<file path="config.mk">
export PLATFORM = sky130hd
export DESIGN_NAME = power_key_wake_controller_core
export DESIGN_NICKNAME = d
export VERILOG_FILES = /design/src/hdl/pkwc_pkg.sv /design/src/hdl/power_key_wake_controller_core.sv /design/src/hdl/pkwc_regs.sv /design/src/hdl/pkwc_step.sv
export SDC_FILE = /design/constraint.sdc
export NUM_CORES = 1
export LEC_CHECK = 0
export ABC_AREA = 1
export BUFFER_PORTS_ARGS = -buffer_cell sky130_fd_sc_hd__buf_2
export CAP_MARGIN = 20
export CORE_ASPECT_RATIO = 0.7
export CORE_MARGIN = 8
export CORE_UTILIZATION = 54
export DETAILED_ROUTE_END_ITERATION = 7
export HOLD_SLACK_MARGIN = 0.02
export MAX_ROUTING_LAYER = met4
export PLACE_DENSITY = 0.76
export SYNTH_ARGS = -nofsm -noshare
export SYNTH_HDL_FRONTEND = slang
export SYNTH_SLANG_ARGS = --single-unit
</file>
<file path="constraint.sdc">
create_clock -name clk -period 4.21 [get_ports clk]
set_input_delay 0.842 -clock clk [delete_from_list [all_inputs] [get_ports clk]]
set_output_delay 0.842 -clock clk [all_outputs]
set_load 0.01 [all_outputs]
</file>
<file path="src/hdl/pkwc_pkg.sv">
// Shared types and constants for the power key wake controller.
// Used by every module of the block but pkwc_checker. No dependencies.
`default_nettype none

package pkwc_pkg;

  localparam int TickW  = 10;
  localparam int HoldW  = 16;
  localparam int IdleW  = 20;
  localparam int AddrW  = 5;
  localparam int RegIdxW = 3;

  // Register indexes, byte address = 4 * index
  localparam logic [RegIdxW-1:0] RegTick       = 3'd0;
  localparam logic [RegIdxW-1:0] RegShortMin   = 3'd1;
  localparam logic [RegIdxW-1:0] RegLongPress  = 3'd2;
  localparam logic [RegIdxW-1:0] RegResetPress = 3'd3;
  localparam logic [RegIdxW-1:0] RegInactivity = 3'd4;
  localparam logic [RegIdxW-1:0] RegTouchHold  = 3'd5;

  localparam logic [TickW-1:0] TickRst       = 10'd20;
  localparam logic [HoldW-1:0] ShortMinRst   = 16'd60;
  localparam logic [HoldW-1:0] LongPressRst  = 16'd2000;
  localparam logic [HoldW-1:0] ResetPressRst = 16'd5000;
  localparam logic [IdleW-1:0] InactivityRst = 20'd30000;
  localparam logic [HoldW-1:0] TouchHoldRst  = 16'd120;

  typedef struct packed {
    logic [TickW-1:0] tick_ms;
    logic [HoldW-1:0] short_min_ms;
    logic [HoldW-1:0] long_hold_ms;
    logic [HoldW-1:0] reset_press_ms;
    logic [IdleW-1:0] inactivity_ms;
    logic [HoldW-1:0] touch_hold_ms;
  } cfg_t;

  // Packed highest bit first: screen_on, the last member, is bit 0
  typedef struct packed {
    logic touch_consumed;
    logic reset_request;
    logic slept;
    logic woke;
    logic screen_on;
  } result_t;

endpackage

`default_nettype wire

</file>
<file path="src/hdl/power_key_wake_controller_core.sv">
// Power key wake controller, top level.
// Depends on pkwc_pkg, pkwc_regs and pkwc_step.
//
// Usage:
//  - Slave stream (s_tvalid/s_tready/s_tdata) takes one word per tick of
//    tick_ms: s_tdata[0] key_pressed, s_tdata[1] touch_pressed.
//  - Master stream (m_tvalid/m_tready/m_tdata) gives one word per tick:
//    screen_on, woke, slept, reset_request, touch_consumed from bit 0 up.
//  - APB-style port holds the six timing registers at byte addresses
//    0x00..0x14; write only while the block is idle.
// Timing:
//  - An accepted word goes into the input register, the state update runs on
//    it combinationally and lands in the output register once that register
//    is free. One word per cycle sustained while m_tready stays high, set
//    by the combinational state update loop.
//  - When the receiver stalls, the output register holds its word and the
//    input register still takes one more word; s_tready then drops until
//    m_tready returns.
//  - Reset (rst, synchronous) empties both registers, restores register
//    defaults and starts powered on with the key blocked until released.
`default_nettype none

module power_key_wake_controller_core (
  input  wire logic                       clk,
  input  wire logic                       rst,
  input  wire logic                       s_tvalid,
  output logic                            s_tready,
  input  wire logic [7:0]                 s_tdata,  // key_pressed, touch_pressed, pad
  output logic                            m_tvalid,
  input  wire logic                       m_tready,
  output logic      [7:0]                 m_tdata,  // screen_on, woke, slept,
                                                    // reset_request, touch_consumed, pad
  input  wire logic                       psel,
  input  wire logic                       penable,
  input  wire logic                       pwrite,
  input  wire logic [pkwc_pkg::AddrW-1:0] paddr,
  input  wire logic [31:0]                pwdata,
  output logic      [31:0]                prdata,
  output logic                            pready
);

  pkwc_pkg::cfg_t    cfg;
  pkwc_pkg::result_t res;
  pkwc_pkg::result_t out_word;
  logic              in_valid;
  logic [1:0]        in_word;
  logic              advance;

  pkwc_regs u_regs (
    .clk     (clk),
    .rst     (rst),
    .psel    (psel),
    .penable (penable),
    .pwrite  (pwrite),
    .paddr   (paddr),
    .pwdata  (pwdata),
    .prdata  (prdata),
    .pready  (pready),
    .cfg     (cfg)
  );

  assign advance  = in_valid && (!m_tvalid || m_tready);
  assign s_tready = !in_valid || advance;

  pkwc_step u_step (
    .clk   (clk),
    .rst   (rst),
    .en    (advance),
    .key   (in_word[0]),
    .touch (in_word[1]),
    .cfg   (cfg),
    .res   (res)
  );

  always_ff @(posedge clk) begin
    if (rst) begin
      in_valid <= 1'b0;
    end else if (s_tready) begin
      in_valid <= s_tvalid;
    end
  end

  always_ff @(posedge clk) begin
    if (s_tvalid && s_tready) begin
      in_word <= s_tdata[1:0];
    end
  end

  always_ff @(posedge clk) begin
    if (rst) begin
      m_tvalid <= 1'b0;
    end else if (advance) begin
      m_tvalid <= 1'b1;
    end else if (m_tready) begin
      m_tvalid <= 1'b0;
    end
  end

  always_ff @(posedge clk) begin
    if (advance) begin
      out_word <= res;
    end
  end

  assign m_tdata = {3'd0, out_word};

endmodule

`default_nettype wire

</file>
<file path="src/hdl/pkwc_regs.sv">
// Configuration register file behind the APB-style port.
// Depends on pkwc_pkg for register indexes, widths and reset values.
`default_nettype none

module pkwc_regs (
  input  wire logic                    clk,
  input  wire logic                    rst,
  input  wire logic                    psel,
  input  wire logic                    penable,
  input  wire logic                    pwrite,
  input  wire logic [pkwc_pkg::AddrW-1:0] paddr,
  input  wire logic [31:0]             pwdata,
  output logic      [31:0]             prdata,
  output logic                         pready,
  output pkwc_pkg::cfg_t               cfg
);

  logic                          wr_en;
  logic [pkwc_pkg::RegIdxW-1:0]  idx;

  assign pready = 1'b1;
  assign wr_en  = psel && penable && pwrite;
  assign idx    = paddr[pkwc_pkg::AddrW-1:2];

  always_ff @(posedge clk) begin
    if (rst) begin
      cfg.tick_ms        <= pkwc_pkg::TickRst;
      cfg.short_min_ms   <= pkwc_pkg::ShortMinRst;
      cfg.long_hold_ms   <= pkwc_pkg::LongPressRst;
      cfg.reset_press_ms <= pkwc_pkg::ResetPressRst;
      cfg.inactivity_ms  <= pkwc_pkg::InactivityRst;
      cfg.touch_hold_ms  <= pkwc_pkg::TouchHoldRst;
    end else if (wr_en) begin
      case (idx)
        pkwc_pkg::RegTick:       cfg.tick_ms        <= pwdata[pkwc_pkg::TickW-1:0];
        pkwc_pkg::RegShortMin:   cfg.short_min_ms   <= pwdata[pkwc_pkg::HoldW-1:0];
        pkwc_pkg::RegLongPress:  cfg.long_hold_ms   <= pwdata[pkwc_pkg::HoldW-1:0];
        pkwc_pkg::RegResetPress: cfg.reset_press_ms <= pwdata[pkwc_pkg::HoldW-1:0];
        pkwc_pkg::RegInactivity: cfg.inactivity_ms  <= pwdata[pkwc_pkg::IdleW-1:0];
        pkwc_pkg::RegTouchHold:  cfg.touch_hold_ms  <= pwdata[pkwc_pkg::HoldW-1:0];
        default: ;
      endcase
    end
  end

  always_comb begin
    case (idx)
      pkwc_pkg::RegTick:       prdata = {22'd0, cfg.tick_ms};
      pkwc_pkg::RegShortMin:   prdata = {16'd0, cfg.short_min_ms};
      pkwc_pkg::RegLongPress:  prdata = {16'd0, cfg.long_hold_ms};
      pkwc_pkg::RegResetPress: prdata = {16'd0, cfg.reset_press_ms};
      pkwc_pkg::RegInactivity: prdata = {12'd0, cfg.inactivity_ms};
      pkwc_pkg::RegTouchHold:  prdata = {16'd0, cfg.touch_hold_ms};
      default:                 prdata = 32'd0;
    endcase
  end

endmodule

`default_nettype wire

</file>
<file path="src/hdl/pkwc_step.sv">
// Controller state and the per-tick update: touch rule, key rule, inactivity rule.
// Depends on pkwc_pkg for cfg_t, result_t and widths.
`default_nettype none

module pkwc_step (
  input  wire logic            clk,
  input  wire logic            rst,
  input  wire logic            en,
  input  wire logic            key,
  input  wire logic            touch,
  input  wire pkwc_pkg::cfg_t  cfg,
  output pkwc_pkg::result_t    res
);

  localparam int HoldW = pkwc_pkg::HoldW;
  localparam int IdleW = pkwc_pkg::IdleW;
  localparam int TickW = pkwc_pkg::TickW;

  // low power is always the complement of power_on
  logic             power_on, power_on_next;
  logic             block_key, block_key_next;
  logic             ignore_touch, ignore_touch_next;
  logic             key_prev, key_prev_next;
  logic             reset_pulsed, reset_pulsed_next;
  logic             touch_tracking, touch_tracking_next;
  logic [HoldW-1:0] key_held_ms, key_held_ms_next;
  logic [HoldW-1:0] touch_held_ms, touch_held_ms_next;
  logic [IdleW-1:0] idle_ms, idle_ms_next;

  logic [IdleW:0]   idle_sum;
  logic [HoldW:0]   touch_sum;
  logic [HoldW:0]   key_sum;
  logic [HoldW-1:0] touch_sat;
  logic [HoldW-1:0] key_sat;

  assign idle_sum  = {1'b0, idle_ms} + {{(IdleW+1-TickW){1'b0}}, cfg.tick_ms};
  assign touch_sum = {1'b0, touch_held_ms} + {{(HoldW+1-TickW){1'b0}}, cfg.tick_ms};
  assign key_sum   = {1'b0, key_held_ms} + {{(HoldW+1-TickW){1'b0}}, cfg.tick_ms};
  assign touch_sat = touch_sum[HoldW] ? {HoldW{1'b1}} : touch_sum[HoldW-1:0];
  assign key_sat   = key_sum[HoldW] ? {HoldW{1'b1}} : key_sum[HoldW-1:0];

  always_comb begin
    power_on_next       = power_on;
    block_key_next      = block_key;
    ignore_touch_next   = ignore_touch;
    key_prev_next       = key_prev;
    reset_pulsed_next   = reset_pulsed;
    touch_tracking_next = touch_tracking;
    key_held_ms_next    = key_held_ms;
    touch_held_ms_next  = touch_held_ms;
    idle_ms_next        = idle_sum[IdleW] ? {IdleW{1'b1}} : idle_sum[IdleW-1:0];
    res                 = '0;

    // touch rule
    if (touch) begin
      if (touch_tracking) begin
        touch_held_ms_next = touch_sat;
      end else if (!power_on) begin
        touch_tracking_next = 1'b1;
        touch_held_ms_next  = '0;
      end
      idle_ms_next = '0;
      if (!power_on) begin
        if (!ignore_touch && touch_held_ms_next >= cfg.touch_hold_ms) begin
          power_on_next     = 1'b1;
          block_key_next    = 1'b1;
          res.woke          = 1'b1;
          ignore_touch_next = 1'b1;
        end
        res.touch_consumed = 1'b1;
      end else if (ignore_touch) begin
        res.touch_consumed = 1'b1;
      end
    end else begin
      ignore_touch_next   = 1'b0;
      touch_tracking_next = 1'b0;
      touch_held_ms_next  = '0;
    end

    // key rule, sees the state left by the touch rule
    if (block_key_next) begin
      if (!key) begin
        block_key_next    = 1'b0;
        key_prev_next     = 1'b0;
        key_held_ms_next  = '0;
        reset_pulsed_next = 1'b0;
      end else begin
        key_prev_next = 1'b1;
      end
    end else if (key) begin
      if (!key_prev && !power_on_next) begin
        power_on_next  = 1'b1;
        idle_ms_next   = '0;
        block_key_next = 1'b1;
        res.woke       = 1'b1;
      end else begin
        if (key_prev) begin
          key_held_ms_next = key_sat;
        end else begin
          key_held_ms_next  = {{(HoldW-TickW){1'b0}}, cfg.tick_ms};
          reset_pulsed_next = 1'b0;
        end
        if (!reset_pulsed_next && key_held_ms_next >= cfg.reset_press_ms) begin
          reset_pulsed_next = 1'b1;
          res.reset_request = 1'b1;
        end
        key_prev_next = 1'b1;
      end
    end else begin
      if (key_prev && !reset_pulsed && key_held_ms >= cfg.short_min_ms &&
          key_held_ms < cfg.long_hold_ms && power_on_next) begin
        power_on_next     = 1'b0;
        ignore_touch_next = 1'b0;
        res.slept         = 1'b1;
      end
      key_held_ms_next  = '0;
      reset_pulsed_next = 1'b0;
      key_prev_next     = 1'b0;
    end

    // inactivity rule
    if (power_on_next && idle_ms_next >= cfg.inactivity_ms) begin
      power_on_next     = 1'b0;
      ignore_touch_next = 1'b0;
      res.slept         = 1'b1;
    end

    res.screen_on = power_on_next;
  end

  always_ff @(posedge clk) begin
    if (rst) begin
      power_on       <= 1'b1;
      block_key      <= 1'b1;
      ignore_touch   <= 1'b0;
      key_prev       <= 1'b0;
      reset_pulsed   <= 1'b0;
      touch_tracking <= 1'b0;
      key_held_ms    <= '0;
      touch_held_ms  <= '0;
      idle_ms        <= '0;
    end else if (en) begin
      power_on       <= power_on_next;
      block_key      <= block_key_next;
      ignore_touch   <= ignore_touch_next;
      key_prev       <= key_prev_next;
      reset_pulsed   <= reset_pulsed_next;
      touch_tracking <= touch_tracking_next;
      key_held_ms    <= key_held_ms_next;
      touch_held_ms  <= touch_held_ms_next;
      idle_ms        <= idle_ms_next;
    end
  end

endmodule

`default_nettype wire

</file>
======== Word level (Yosys, flattened, before mapping) ========
Index checks and enable logic that the tools add are counted.
word-level totals
  input port bits ......................... 52
  word-level logic and storage cells ...... 141
  register bits after elaboration ......... 161
operators by class
  reductions and logical operators ........ 32
  mux-type cells .......................... 69
  bitwise gates (word level) .............. 1
  $lt $le $gt $ge ......................... 5
  equal/unequal tests ..................... 8
  add/sub/neg operators ................... 3
operators with widths
  cell                                                    number
  two-way mux 16 bit                                      14
  one-hot mux 20 bit (6 select lines)                     1
  two-way mux 20 bit                                      5
  greater-or-equal comparator 16 bit                      3
  two-way mux 1 bit                                       48
  adder 16 x 10 -> 17 bit                                 2
  adder 20 x 10 -> 21 bit                                 1
  greater-or-equal comparator 20 bit                      1
  less-than comparator 16 bit                             1
  AND reduction 2 bit                                     7
  logical AND 1 bit                                       12
  zero test 1 bit                                         7
  == test 3 x 2 -> 1 bit (second input constant)          2
  == test 3 bit (second input constant)                   2
  inequality test 2 bit (second input constant)           2
  == test 3 x 1 -> 1 bit (second input constant)          1
  zero test 3 bit                                         1
  inequality test 3 x 2 -> 1 bit (second input constant)  1
  AND reduction 3 bit                                     1
  OR reduction 3 bit                                      1
  logical OR 1 bit                                        2
  two-way mux 2 bit                                       1
  nonzero test 2 bit                                      1
  NOT 1 bit                                               1

======== Logic depth before layout (Yosys ltp) ========
  word-level depth ........................ 20
  depth in mapped cells ................... 39
  gate-level depth less buffers ........... 38

======== Modules after synthesis ========
From an unflattened synthesis, not the netlist that was laid out.
unflattened totals
  cells, all modules ...................... 1850
  area total of the unflattened synthesis .. 12122.9 um^2
by module, submodules not included
  module                          area an instance (um^2)  cells an instance  times used  sequential area each (um^2)
  pkwc_step                       6844.1                   1070               1           1161.1
  pkwc_regs                       4951.0                   757                1           1881.8
  power_key_wake_controller_core  327.8                    23                 1           250.2

======== Worst setup path before layout ========
Ideal clock, no wire load.
  path kind ............................... reg2reg
  start ................................... register, netlist name u_regs.cfg[84]
  end ..................................... register out_word (netlist bit m_tdata[2]) (data pin)
  clock period less this slack ............ 4491 ps
  stages on the path, launching flop included .. 35
  arrival time ............................ 4237 ps
  setup slack ............................. -281 ps
  buffers on the path ..................... 2
  library setup time ...................... 254 ps
  cells stage by stage .................... dfxtp_1 -> ha_1 -> fa_1 -> nand3_1 -> nand3_2 -> inv_2 -> nor2_4 -> nand2_2 -> buf_6 -> nand4_1 -> and2_1 -> ha_1 -> nand2_1 -> inv_1 -> o21bai_1 -> a21oi_1 -> nor2_1 -> nand2_2 -> nand2_1 -> nand2_2 -> nor2_4 -> nand2_1 -> nor2_1 -> nor2_1 -> buf_2 -> o21ai_1 -> inv_1 -> ha_1 -> a21oi_1 -> o31a_1 -> nor2_1 -> o21ai_0 -> nand4_1 -> nand2_1 -> nand2_1
between the ends
  longest elaborated chain between the ends .. 16
  elaborated cells on any way between the ends .. 30
  classes of those cells .................. add/sub: 2; order compare: 2; mux: 21; reduce/logical: 5
RTL lines
  element                                 line                                   text
  adder 16 x 10 -> 17 bit                 pkwc_step.sv:37                        assign touch_sum = {1'b0, touch_held_ms} + {{(HoldW+1-TickW){1'b0}}, cfg.tick_ms};
  two-way mux 16 bit                      pkwc_step.sv:39                        assign touch_sat = touch_sum[HoldW] ? {HoldW{1'b1}} : touch_sum[HoldW-1:0];
  two-way mux 16 bit                      pkwc_step.sv:56                        if (touch_tracking) begin
  two-way mux 16 bit                      pkwc_step.sv:55                        if (touch) begin
  greater-or-equal comparator 16 bit      pkwc_step.sv:64                        if (!ignore_touch && touch_held_ms_next >= cfg.touch_hold_ms) begin
  logical AND 1 bit                       pkwc_step.sv:64
  two-way mux 1 bit                       pkwc_step.sv:64
  two-way mux 1 bit                       pkwc_step.sv:63                        if (!power_on) begin
  two-way mux 1 bit                       pkwc_step.sv:55
  zero test 1 bit                         pkwc_step.sv:91                        if (!key_prev && !power_on_next) begin
  logical AND 1 bit                       pkwc_step.sv:91
  two-way mux 20 bit                      pkwc_step.sv:91
  two-way mux 20 bit                      pkwc_step.sv:90                        end else if (key) begin
  two-way mux 20 bit (*)                  pkwc_step.sv:81                        if (block_key_next) begin
  named net u_step.idle_ms_next[7]        pkwc_step.sv:28                        logic [IdleW-1:0] idle_ms, idle_ms_next;
  greater-or-equal comparator 20 bit (*)  pkwc_step.sv:122                       if (power_on_next && idle_ms_next >= cfg.inactivity_ms) begin
  logical AND 1 bit (*)                   pkwc_step.sv:122
  end signal: assignment                  power_key_wake_controller_core.sv:101  out_word <= res;
  end: declaration                        power_key_wake_controller_core.sv:44   pkwc_pkg::result_t out_word;
The timed path passes the listed nets; every way through them passes the cells marked *. The select of a mux whose other input is x is not followed.
A chain may end at the register's enable or synchronous reset.

======== Worst setup path in the final report ========
  start ................................... register u_step.touch_held_ms[8]
  end ..................................... register out_word (netlist bit m_tdata[2]) (data pin)
between the ends
  longest elaborated chain between the ends .. 16
  elaborated cells on any way between the ends .. 28
  classes of those cells .................. add/sub: 1; order compare: 2; mux: 20; reduce/logical: 5
RTL lines
  element                                 line              text
  start: declaration                      pkwc_step.sv:27   logic [HoldW-1:0] touch_held_ms, touch_held_ms_next;
  start signal: assignment                pkwc_step.sv:150  touch_held_ms <= touch_held_ms_next;
  adder 16 x 10 -> 17 bit                 pkwc_step.sv:37
  two-way mux 16 bit                      pkwc_step.sv:39
  two-way mux 16 bit (*)                  pkwc_step.sv:56
  two-way mux 16 bit (*)                  pkwc_step.sv:55
  greater-or-equal comparator 16 bit (*)  pkwc_step.sv:64
  logical AND 1 bit (*)                   pkwc_step.sv:64
  two-way mux 1 bit                       pkwc_step.sv:64
  two-way mux 1 bit                       pkwc_step.sv:63
  two-way mux 1 bit                       pkwc_step.sv:55
  zero test 1 bit                         pkwc_step.sv:91
  logical AND 1 bit                       pkwc_step.sv:91
  two-way mux 20 bit                      pkwc_step.sv:91
  two-way mux 20 bit                      pkwc_step.sv:90
  two-way mux 20 bit (*)                  pkwc_step.sv:81
  named net u_step.idle_ms_next[9]        pkwc_step.sv:28
  greater-or-equal comparator 20 bit (*)  pkwc_step.sv:122
  logical AND 1 bit (*)                   pkwc_step.sv:122
Marked as above.

==> flow_metrics.env <==
export IMPL_run_status="finished with violations"
export IMPL_failed_checks="setup timing"
export IMPL_critical_path_top_cell_by_count="sky130_fd_sc_hd__nand2_1"
export IMPL_min_period_over_period_pct=122
export IMPL_worstSetupPathType="reg2reg"
export IMPL_finalSetupTns_ns=-3.64
export IMPL_layout_cells_non_filler=1947
export IMPL_yosys_cell_types_count=51
export IMPL_grt_antenna_before_repair=0
export IMPL_timing_hold_worst_class="reg2reg"
export IMPL_cp_required_ns=4.40
export IMPL_r2r_cells=33
export IMPL_antenna_violating_nets_post_route=0
export IMPL_drt_first_pass_iters=6
export IMPL_netlist_instances=1521
export IMPL_crit_path_max_fanout=5
export IMPL_path_depth=33
export IMPL_setup_viol=4
export IMPL_share_of_final_layout_standard_cells_stronger_than_drive_strength_1_pct=22.2
export IMPL_fin_ws_ns=-0.932
export IMPL_die_footprint_sq_mm=0.0248
export IMPL_max_vdd_ir_drop_mv=0.274
export IMPL_number_of_buffers_on_the_longest_clock_path=2
export IMPL_num_vias=11400
export IMPL_timing_critical_path_to_type="flip-flop"
export IMPL_place_congestion=1.01
export IMPL_pin_count_of_the_biggest_net_entering_global_routing=55
export IMPL_tritoncts="done"
export IMPL_grt_remaining_overflow=0
export IMPL_cts_root_buf="sky130_fd_sc_hd__clkbuf_16"
export IMPL_timing_final_max_slew_violations=0
export IMPL_final_cell_area_sq_mm=0.0134
export IMPL_final_net_count=1832
export IMPL_fin_crit_ns=5.14
export IMPL_dp_hpwl_um=26700
export IMPL_cp_arrival_ns=5.33
export IMPL_grt_pass1_wl_um=56300
export IMPL_ys_seq_elements=161
export IMPL_skew_ns=0.00707
export IMPL_wirelength_um=37900
export IMPL_maximum_clock_frequency_mhz=194
export IMPL_placeableCoreArea_sq_mm=0.0197
export IMPL_path_clk_slew_ns=0.07
export IMPL_portBuffers=58
export IMPL_post_dp_cell_area_sq_mm=0.0120
export IMPL_synth_warnings=0
export IMPL_post_route_util_pct=68.1
export IMPL_seq_area_frac_synth_pct=30.5
export IMPL_via_per_inst=5.87
export IMPL_drt_drc_violations_left=0
export IMPL_worst_path_max_delay_cell="sky130_fd_sc_hd__dfxtp_2"
export IMPL_width_of_the_die_um=185
export IMPL_total_power_mw=3.77
export IMPL_finalHoldWorstSlack_ns=0.487
export IMPL_dp_cells=1899
export IMPL_worst_slew_margin_rel_pct=41.0
export IMPL_detailedPlace_worstSlack_ns=-0.945
export IMPL_cell_row_count=43
export IMPL_hold_violations=0
export IMPL_design_portCount=95
export IMPL_maxCapViolations=0
export IMPL_synthesis_area_per_instance_sq_um=7.09
export IMPL_fillCellCount=1610
export IMPL_yosysTopAreaCellShare_pct=28.6
export IMPL_synth_top_area_cell="sky130_fd_sc_hd__dfxtp_1"
export IMPL_grtUsageTotal_pct=29.8
export IMPL_grt_setup_unrepaired="yes"
export IMPL_cts_sink_count=161
export IMPL_initialDrtViolationCount=1553
export IMPL_die_h_um=134
export IMPL_cell_types_with_the_largest_area_share_after_synthesis="sky130_fd_sc_hd__dfxtp_1 (29%), sky130_fd_sc_hd__ha_1 (13%), sky130_fd_sc_hd__a21oi_1 (9.9%)"
export IMPL_syn_to_final_growth_pct=24.3
export IMPL_cts_hold_buf=0
export IMPL_clkLatencyLatePin_ns=0.44
export IMPL_cpPeakStageDelay_ns=0.34
export IMPL_routed_wire_length_per_instance_um=19.5
export IMPL_cts_buffers=17
export IMPL_netlist_area_sq_mm=0.0108
export IMPL_n_antenna_cell=0
export IMPL_timing_worst_slew_pin_value_ns=0.885
export IMPL_pwr_density_cell_mw_per_mm2=281
export IMPL_crit_path_start_kind="flip-flop"
export IMPL_cts_htree_levels=4
export IMPL_via_count_of_the_first_global_routing_pass=10500
export IMPL_critPathTopFamily="simple AND/OR/NAND/NOR gates"
export IMPL_crit_buf_inv=7
export IMPL_leakage_nw=6.22
export IMPL_holdPathStages=2
export IMPL_starting_utilization_of_the_core_area_pct=54.8
cells in the mapped netlist (all sizes together):
cell type	count
nand2	275
inv	215
a21oi	214
dfxtp	154
o21ai	144
ha	113
nor2	88
nand3	64
clkbuf	43
buf	26
o211ai	20
xor2	17
nand4	16
nor3	16
o22ai	16
o221ai	14
xnor2	14
a31oi	13
a221oi	7
a22oi	7
edfxtp	7
or2	7
a21o	6
o21bai	4
fa	3
o21a	3
and2	2
conb	2
nor3b	2
nor4	2
o31ai	2
a21boi	1
clkinv	1
nand3b	1
o2111ai	1
o31a	1
state kept, by name (all words and copies together) (netlist names), 2 cells and up:
signal / cells
m_tdata: 5
u_regs.cfg: 94
u_step.idle_ms: 20
u_step.touch_held_ms: 16
u_step.key_held_ms: 16
in_word: 2
area by class of cell:
cell class / count / area [sq um] / area share (%)
Timing Repair Buffer: 179 / 1280 / 9.52
Multi-Input combinational cell: 1089 / 7030 / 52.4
Tap cell: 270 / 338 / 2.52
Inverter: 216 / 811 / 6.04
Clock inverter: 12 / 151 / 1.13
Sequential cell: 161 / 3310 / 24.7
Clock buffer: 20 / 489 / 3.65
power by group:
part | internal [mW] | leakage (nW) | total [mW] | switching (mW)
combinational | 0.167 | 4.59 | 0.475 | 0.308
sequential | 1.57 | 1.32 | 1.59 | 0.0243
clock | 1.02 | 0.301 | 1.71 | 0.687
final timing paths:
kind                     to  slack (ns)               startpoint
max              m_tdata[2]       -0.93  u_step.touch_held_ms[8]
min reg2reg  u_regs.cfg[53]        0.49           u_regs.cfg[53]
min          u_regs.cfg[53]        0.49           u_regs.cfg[53]
max reg2reg      m_tdata[2]       -0.93  u_step.touch_held_ms[8]
layout by cell type (no fill, tap or decap), drive strengths merged, types with 13 or more instances in the layout:
cell type and n:
nor2 88, o22ai 16, clkbuf 21, a21oi 214, inv 216, conb 16
o221ai 14, ha 113, dfxtp 154, o21ai 144, nand4 16, xnor2 14
nand3 64, o211ai 20, nand2 275, a31oi 13, xor2 17, nor3 16
buf 178
worst register-to-register path, delay by kind of cell, from the launching register on:
kind	cells	cell delay [ns]
AND/OR/NAND/NOR	16	1.84
buffers and inverters	7	1.00
AO/OA/AOI/OAI	7	0.92
adder cells (fa/ha/maj)	3	0.81
flip-flops	1	0.34
cells by family after synthesis:
family	Yosys count	synth area share, %
other	2	0.0696
xor gates and xnor gates	31	2.52
adders and majority gates	116	13.7
AOI/OAI and AO/OA	453	23.8
buffers and inverters	285	10.7
DFF	161	30.5
and+or+nand+nor	473	18.8
what timing repair did:
item	CTS	global route
gates cloned	0	2
gates resized for setup	56	66
pin swaps	21	37
setup endpoints to repair	4	4
buffers inserted	6	8
layer usage:
layer	wire length, um	vias to the layer above	track usage (%)
met5	0	-	-
met4	968	0	8.42
met3	4690	101	9.16
met2	16300	677	43.5
met1	16000	5231	39.1
li1	-	5419	-
No activity file was read; power rests on OpenSTA's default activity.
